`config.mk`:
```
export PLATFORM = sky130hd
export DESIGN_NAME = hsv_to_rgb_converter
export DESIGN_NICKNAME = d
export VERILOG_FILES = /design/src/rtl/core/hsv_pkg.sv /design/src/rtl/core/hsv_chan_scale.sv /design/src/rtl/core/hsv_to_rgb_converter.sv
export VERILOG_INCLUDE_DIRS = /design/src /design/src/rtl/core
export SDC_FILE = /design/constraint.sdc
export NUM_CORES = 2
export LEC_CHECK = 0
export ABC_AREA = 0
export BUFFER_PORTS_ARGS = -buffer_cell sky130_fd_sc_hd__buf_2
export CAP_MARGIN = 0
export CORE_ASPECT_RATIO = 1.5
export CORE_MARGIN = 4
export CORE_UTILIZATION = 39
export CTS_BUF_LIST = sky130_fd_sc_hd__clkbuf_8
export CTS_CLUSTER_DIAMETER = 30
export DETAILED_ROUTE_END_ITERATION = 16
export PLACE_DENSITY_LB_ADDON = 0.08
export SYNTH_ARGS = -nofsm -noshare
export SYNTH_HDL_FRONTEND = slang
export SYNTH_SLANG_ARGS = --single-unit
```
`constraint.sdc`:
```
create_clock -name clk -period 8.6 [get_ports clk]
set_input_delay 1.72 -clock clk [delete_from_list [all_inputs] [get_ports clk]]
set_output_delay 1.72 -clock clk [all_outputs]
set_load 0.02 [all_outputs]
```
`src/rtl/core/hsv_to_rgb_converter_assert.svh`:
```
// Assertion macros used by the HSV to RGB converter RTL.
`ifndef HSV_TO_RGB_CONVERTER_ASSERT_SVH
`define HSV_TO_RGB_CONVERTER_ASSERT_SVH

// Consequent must hold in the same cycle as the antecedent.
`define HSV_ASSERT_IMPLIES(lbl, ck, rn, ante, cons) \
    lbl: assert property (@(posedge ck) disable iff (!rn) (ante) |-> (cons)) \
        else $error("hsv_to_rgb_converter: implication violated");

// Expression must never be true out of reset.
`define HSV_ASSERT_NEVER(lbl, ck, rn, expr) \
    lbl: assert property (@(posedge ck) disable iff (!rn) !(expr)) \
        else $error("hsv_to_rgb_converter: forbidden condition seen");

`endif

```
`src/rtl/core/hsv_pkg.sv`:
```
// Shared types and fixed-point constants for the HSV to RGB converter.
`timescale 1ns / 1ps
`default_nettype none

package hsv_pkg;

    // Weight lost against full chroma, 0..3840 in 1/64 degree units.
    typedef logic [11:0] loss_t;
    typedef logic [7:0]  byte_t;

    localparam logic [11:0] SECTOR_UNITS = 12'd3840;
    localparam logic [14:0] FULL_TURN    = 15'd23040;
    // 255 * 3840: full scale of one channel numerator before scaling.
    localparam logic [19:0] FULL_SCALE   = 20'd979200;
    // After dropping 8 low bits the divisor left is 255 * 15.
    localparam logic [11:0] DIV_BY       = 12'd3825;
    // floor(2^32 / 3825); the estimate lands on q or q - 1.
    localparam logic [20:0] RECIP        = 21'd1122867;
    localparam int          RECIP_SHIFT  = 32;
    // Register stages inside one channel scaler.
    localparam int          CHAN_STAGES  = 4;

endpackage

`default_nettype wire

```
`src/rtl/core/hsv_chan_scale.sv`:
```
// Four-stage channel scaler: floor(V * (255*3840 - S*loss) / (255*3840)).
`timescale 1ns / 1ps
`default_nettype none

module hsv_chan_scale
(
    input  wire logic          clk,
    input  wire hsv_pkg::byte_t sat,
    input  wire hsv_pkg::byte_t val,
    input  wire hsv_pkg::loss_t loss,
    output hsv_pkg::byte_t      chan
);

    logic [19:0] sh_a_reg;
    logic [7:0]  val_a_reg;
    logic [19:0] x_b_reg;
    logic [7:0]  q0_c_reg;
    logic [19:0] x_c_reg;
    logic [7:0]  chan_reg;

    logic [19:0] sh_next;
    logic [19:0] diff;
    logic [27:0] num;
    logic [40:0] prod;
    logic [19:0] back;
    logic [19:0] rem;
    logic [7:0]  chan_next;

    always_comb
    begin
        sh_next   = 20'(sat * loss);
        diff      = hsv_pkg::FULL_SCALE - sh_a_reg;
        num       = 28'(val_a_reg * diff);
        prod      = 41'(x_b_reg * hsv_pkg::RECIP);
        back      = 20'(q0_c_reg * hsv_pkg::DIV_BY);
        rem       = x_c_reg - back;
        // bump the estimate when the remainder overflows one divisor
        chan_next = q0_c_reg + ((rem >= {8'd0, hsv_pkg::DIV_BY}) ? 8'd1 : 8'd0);
    end

    always_ff @(posedge clk)
    begin
        sh_a_reg  <= sh_next;
        val_a_reg <= val;
        x_b_reg   <= num[27:8];
        q0_c_reg  <= prod[hsv_pkg::RECIP_SHIFT +: 8];
        x_c_reg   <= x_b_reg;
        chan_reg  <= chan_next;
    end

    assign chan = chan_reg;

endmodule

`default_nettype wire

```
`src/rtl/core/hsv_to_rgb_converter.sv`:
```
// HSV to RGB converter: six-stage pipeline, one pixel per clock.
// done rises with the red, green, blue and alpha results; a pixel passes the hue
// wrap of stage 1, the loss weights of stage 2 and then the channel scalers.
// Throughput: one beat per clock; busy is always low, the pipe never stalls.
// The longest stages hold one 20x21 multiply (reciprocal) or one 8x20 multiply.
// Reset clears the valid bits only; data registers are not reset.
`timescale 1ns / 1ps
`default_nettype none

module hsv_to_rgb_converter
(
    input  wire logic        clk,
    input  wire logic        rst_n,
    input  wire logic        start,
    output logic             busy,
    input  wire logic [14:0] hue_angle,
    input  wire logic [7:0]  saturation,
    input  wire logic [7:0]  brightness,
    input  wire logic [7:0]  alpha_in,
    output logic             done,
    output logic [7:0]       red,
    output logic [7:0]       green,
    output logic [7:0]       blue,
    output logic [7:0]       alpha_out
);

    `include "hsv_to_rgb_converter_assert.svh"

    localparam logic [2:0] SEC_RED_YEL = 3'd0;
    localparam logic [2:0] SEC_YEL_GRN = 3'd1;
    localparam logic [2:0] SEC_GRN_CYN = 3'd2;
    localparam logic [2:0] SEC_CYN_BLU = 3'd3;
    localparam logic [2:0] SEC_BLU_MAG = 3'd4;
    localparam logic [2:0] SEC_MAG_RED = 3'd5;

    localparam int NDLY = hsv_pkg::CHAN_STAGES;
    // edges from the accepting edge to the one that takes the result
    localparam int LAT  = NDLY + 2;

    // stage 1: hue wrapped into one turn
    logic                  vld_s1_reg;
    logic [14:0]           hue_s1_reg;
    hsv_pkg::byte_t        sat_s1_reg;
    hsv_pkg::byte_t        val_s1_reg;
    hsv_pkg::byte_t        alpha_s1_reg;
    logic [14:0]           hue_next;

    // stage 2: per-channel loss weights
    logic                  vld_s2_reg;
    hsv_pkg::byte_t        sat_s2_reg;
    hsv_pkg::byte_t        val_s2_reg;
    hsv_pkg::byte_t        alpha_s2_reg;
    hsv_pkg::loss_t        loss_r_s2_reg;
    hsv_pkg::loss_t        loss_g_s2_reg;
    hsv_pkg::loss_t        loss_b_s2_reg;
    hsv_pkg::loss_t        loss_r_next;
    hsv_pkg::loss_t        loss_g_next;
    hsv_pkg::loss_t        loss_b_next;
    logic [2:0]            sector;
    logic [14:0]           base;
    logic [14:0]           pos;
    hsv_pkg::loss_t        frac;
    hsv_pkg::loss_t        rise_loss;

    // stages 3..6: valid and alpha follow the channel scalers
    logic [NDLY-1:0]       vld_dly_reg;
    hsv_pkg::byte_t        alpha_dly_reg [NDLY];

    assign busy = 1'b0;

    always_comb
    begin
        if (hue_angle >= hsv_pkg::FULL_TURN)
        begin
            hue_next = hue_angle - hsv_pkg::FULL_TURN;
        end
        else
        begin
            hue_next = hue_angle;
        end
    end

    always_comb
    begin
        if (hue_s1_reg >= 15'd19200)
        begin
            sector = SEC_MAG_RED;
            base   = 15'd19200;
        end
        else if (hue_s1_reg >= 15'd15360)
        begin
            sector = SEC_BLU_MAG;
            base   = 15'd15360;
        end
        else if (hue_s1_reg >= 15'd11520)
        begin
            sector = SEC_CYN_BLU;
            base   = 15'd11520;
        end
        else if (hue_s1_reg >= 15'd7680)
        begin
            sector = SEC_GRN_CYN;
            base   = 15'd7680;
        end
        else if (hue_s1_reg >= 15'd3840)
        begin
            sector = SEC_YEL_GRN;
            base   = 15'd3840;
        end
        else
        begin
            sector = SEC_RED_YEL;
            base   = 15'd0;
        end
        pos       = hue_s1_reg - base;
        frac      = pos[11:0];
        // rising component loses (3840 - f), falling one loses f
        rise_loss = hsv_pkg::SECTOR_UNITS - frac;

        unique case (sector)
            SEC_RED_YEL:
            begin
                loss_r_next = '0;
                loss_g_next = rise_loss;
                loss_b_next = hsv_pkg::SECTOR_UNITS;
            end
            SEC_YEL_GRN:
            begin
                loss_r_next = frac;
                loss_g_next = '0;
                loss_b_next = hsv_pkg::SECTOR_UNITS;
            end
            SEC_GRN_CYN:
            begin
                loss_r_next = hsv_pkg::SECTOR_UNITS;
                loss_g_next = '0;
                loss_b_next = rise_loss;
            end
            SEC_CYN_BLU:
            begin
                loss_r_next = hsv_pkg::SECTOR_UNITS;
                loss_g_next = frac;
                loss_b_next = '0;
            end
            SEC_BLU_MAG:
            begin
                loss_r_next = rise_loss;
                loss_g_next = hsv_pkg::SECTOR_UNITS;
                loss_b_next = '0;
            end
            default:
            begin
                loss_r_next = '0;
                loss_g_next = hsv_pkg::SECTOR_UNITS;
                loss_b_next = frac;
            end
        endcase
    end

    always_ff @(posedge clk or negedge rst_n)
    begin
        if (!rst_n)
        begin
            vld_s1_reg  <= 1'b0;
            vld_s2_reg  <= 1'b0;
            vld_dly_reg <= '0;
        end
        else
        begin
            vld_s1_reg  <= start && !busy;
            vld_s2_reg  <= vld_s1_reg;
            vld_dly_reg <= {vld_dly_reg[NDLY-2:0], vld_s2_reg};
        end
    end

    always_ff @(posedge clk)
    begin
        hue_s1_reg    <= hue_next;
        sat_s1_reg    <= saturation;
        val_s1_reg    <= brightness;
        alpha_s1_reg  <= alpha_in;
        sat_s2_reg    <= sat_s1_reg;
        val_s2_reg    <= val_s1_reg;
        alpha_s2_reg  <= alpha_s1_reg;
        loss_r_s2_reg <= loss_r_next;
        loss_g_s2_reg <= loss_g_next;
        loss_b_s2_reg <= loss_b_next;
        alpha_dly_reg[0] <= alpha_s2_reg;
        for (int i = 1; i < NDLY; i++)
        begin
            alpha_dly_reg[i] <= alpha_dly_reg[i-1];
        end
    end

    hsv_chan_scale u_red
    (
        .clk  (clk),
        .sat  (sat_s2_reg),
        .val  (val_s2_reg),
        .loss (loss_r_s2_reg),
        .chan (red)
    );

    hsv_chan_scale u_green
    (
        .clk  (clk),
        .sat  (sat_s2_reg),
        .val  (val_s2_reg),
        .loss (loss_g_s2_reg),
        .chan (green)
    );

    hsv_chan_scale u_blue
    (
        .clk  (clk),
        .sat  (sat_s2_reg),
        .val  (val_s2_reg),
        .loss (loss_b_s2_reg),
        .chan (blue)
    );

    assign done      = vld_dly_reg[NDLY-1];
    assign alpha_out = alpha_dly_reg[NDLY-1];

    `HSV_ASSERT_NEVER(a_never_busy, clk, rst_n, busy)
    `HSV_ASSERT_IMPLIES(a_done_has_start, clk, rst_n, done, $past(start, LAT))
    `HSV_ASSERT_IMPLIES(a_chan_le_val, clk, rst_n, done, (red <= $past(brightness, LAT)) && (green <= $past(brightness, LAT)) && (blue <= $past(brightness, LAT)))
    `HSV_ASSERT_IMPLIES(a_gray_exact, clk, rst_n, done && ($past(saturation, LAT) == 8'd0), (red == $past(brightness, LAT)) && (green == red) && (blue == red))

endmodule

`default_nettype wire
```
==> run summary <==
The number of placement rows came out at 169. After clock tree synthesis, the repair step resized 0 gates. The die footprint came out at 148,000 µm². STA classifies the critical path endpoint as a register. The critical path is of the reg2reg type. The mean instance size in the synthesized netlist is 9.47 µm². By area the synthesized netlist is led by sky130_fd_sc_hd__fa_1 31%, sky130_fd_sc_hd__ha_1 23%, sky130_fd_sc_hd__dfxtp_1 13%, sky130_fd_sc_hd__inv_1 9.2%, sky130_fd_sc_hd__and2_1 4.2%. The tree is rooted in a sky130_fd_sc_hd__clkbuf_8. Summing the sequential cell areas from Yosys gives 13.5% of the chip area. The path type of the worst min-delay path is reg2reg. Clock-pin slew was measured on the worst setup and hold paths at 50 ps. The delay of the slowest cell on the worst path came out at 570 ps. At the end of routability-driven placement, the weighted congestion stood at 0.822. The longest clock path from root to sink contains 3 buffers. The port buffer count came out at 74. The tool flagged a number of max-cap violations equal to 0.

sky130_fd_sc_hd__inv_1 is the most common cell in the netlist. The initial antenna violation count came out at 1. The area of the core is 141,000 µm². The pin count of the biggest net entering global routing came out at 37.

In the routed design, unresolved DRC markers number 0. After layout, the worst path uses 79.3% of the clock period. The CTS tree is built.

The async set-reset flop share out of synthesis is 1.61%. The die is 469 µm tall. The via count normalized by instance count came out at 4.73. The Yosys step of the flow raised 0 warnings. The remaining max-slew budget at the tightest pin is 30.2%.

The largest fanout on the critical path came out at 10. In this run, placement finished with an instance count of 7,716. The effective utilization at floorplan is 39.2%.

The total wire length after detailed routing is 122 mm. Counting every net in the synthesized netlist gives 7,760. At the worst endpoint, the arrival time is 7440 ps.

In this run, the number of DRC markers left after iteration 0 of detailed routing was 1,104. Relative to the synthesized area, the layout overhead comes to 8.04%. The via count of the first global-routing pass was 41,100. Cells with a size suffix above 1 make up 4.62% of the layout.

The wire length of the first global-routing pass is 207 mm. The final setup violation count is 0. Once detailed placement completed, the half-perimeter wirelength came to 102 mm. The shortest period the worst path allows came out at 6820 ps. The element type at the critical path start is a register.

The post-synthesis instance area is 55,400 µm². The flop and latch count out of synthesis is 373. In the final timing run, aggregate negative setup slack is 0 ps. The number of iterations in the first detailed-routing pass is 5. By count the netlist is led by 1,360 x sky130_fd_sc_hd__inv_1, 1,004 x sky130_fd_sc_hd__ha_1, 868 x sky130_fd_sc_hd__fa_1. Setup repair after global routing left no endpoint under its margin. Static timing analysis puts the maximum clock frequency at 147 MHz. The final route contains 37,300 vias. The number of clock buffers inserted by TritonCTS is 85. The worst clock skew came out at 43.9 ps. The count of flip-flops with a built-in enable after synthesis is 0. For the worst-skew pair, the clock arrives at the later sink with an insertion delay of 770 ps. Summed over all layers, the global routing overflow is 0.

Measured along the x axis, the die boundary spans 316 µm. Global routing used 17.2% of the available tracks. The distinct cell type count of the synthesized netlist is 85. Once detail routing completed, the nets flagged for antenna violations numbered 0.

The cell count after synthesis is 5,846. The routed wire length per instance came out at 15.5 µm. The clock drives 373 sinks. At the pin with the least slew margin, the transition time is 1050 ps.

The critical path goes through or4_1 -> or3_4 -> o31ai_4 -> nor3b_2 -> nand2b_1 -> and2_1 -> xnor2_2 -> and2_1 -> fa_1 -> fa_1 -> inv_1 -> fa_1 -> fa_1 -> inv_1 -> ha_1 -> a21o_1 -> a21oi_1 -> nand2_1 -> o21a_1 -> a211oi_1 -> o21ai_0 -> a21oi_1 -> o21bai_1 -> xnor2_1. The number of non-filler instances in the completed layout is 7,872. The count of hold-fix buffers inserted at cts is 0. The top-level port count came out at 76.

The count of nets after finishing came out at 7,836. The count of buffers added by post-CTS timing repair for setup came out at 0. The predominant post-synthesis flop cell is sky130_fd_sc_hd__dfxtp_1. The count of final hold-check violations is 0.

By instance count, the cell type seen most on the critical path is sky130_fd_sc_hd__fa_1. The maximum level of the CTS H-tree is 3. Summed over all instances, the cell type with the most area after synthesis is sky130_fd_sc_hd__fa_1. On the critical path, the stage with the largest delay is an instance of sky130_fd_sc_hd__or4_1. The total count of max-transition violations in the final report came to 0. The run finished with clean final reports.

The share of Yosys cell area claimed by the top area cell type came out at 31.4%. The endpoint required time on the critical path came out at 9220 ps. The number of flip-flops in the largest register is 32.
worst paths after layout:
check,from,to,slack (ps),cells after the start
max reg2reg,u_blue.sh_a_reg[0],u_blue.x_b_reg[19],1780,24
min in group asynchronous,rst_n,vld_s2_reg,790,1
max,u_blue.sh_a_reg[0],u_blue.x_b_reg[19],1780,24
min reg2reg,val_s2_reg[5],u_blue.val_a_reg[5],310,0
min,val_s2_reg[5],u_blue.val_a_reg[5],310,0
max in group asynchronous,rst_n,vld_dly_reg[2],7680,1
cells in the final DEF, fill, tap and decap left out, drive strengths merged, types with 43 or more instances in the layout:
cell type	count
a21oi	148
dfxtp	367
nor3	55
ha	1004
o21ai	110
a21o	64
nand2	531
o21a	43
nand3	54
xnor2	154
buf	93
clkbuf	102
and2	376
inv	1375
fa	868
nor2	157
xor2	74
per-stage QoR:
step	worst slack (ps)	instance area (µm²)	hold slack, ps	util [%]
after floorplan	2270	55400	310	-
after global placement	1780	57800	310	40.9
after detailed placement	1720	57800	312	40.9
after CTS	1700	59800	322	42.3
after global routing	1240	59800	315	42.3
final	1780	59800	315	42.3
logic make-up (layout without fill, tap and decap cells):
group | count (synthesis) | count (layout) | synth area share (%)
AO/OA/AOI/OAI | 557 | 557 | 6.71
multiplexers | 6 | 6 | 0.111
adder cells (fa/ha/maj) | 1872 | 1872 | 54.1
XOR/XNOR | 228 | 228 | 3.66
AND/OR/NAND/NOR | 1345 | 1345 | 11.9
buffers and inverters | 1464 | 1608 | 9.94
flip-flops | 373 | 373 | 13.5
other | 1 | 2 | 0.00677
layout make-up:
type	count	area, µm²
Antenna cell	1	2.50
Clock buffer	102	1400
Clock inverter	53	561
Fill cell	14300	81400
Inverter	1360	5100
Multi-Input combinational cell	4009	42400
Sequential cell	373	7510
Tap cell	1881	2350
Timing Repair Buffer	93	513
critical path, delay by kind of cell (launching register included):
| family | cells | cell delay [ps] |
|---|---|---|
| adder cells (fa/ha/maj) | 5 | 2220 |
| AND/OR/NAND/NOR | 7 | 1790 |
| AO/OA/AOI/OAI | 8 | 1760 |
| XOR/XNOR | 2 | 440 |
| flip-flops | 1 | 380 |
| buffers and inverters | 2 | 90 |
metal layers:
layer  share of wire [%]  track usage, %
met5                   0               0
met1                  42            20.5
met2                  53            32.2
met3                 2.0            1.60
met4                 2.8            5.44
Power is left out: the tool's default activity adds up to more than one toggle a clock period on the data nets, which glitch-free logic cannot reach.
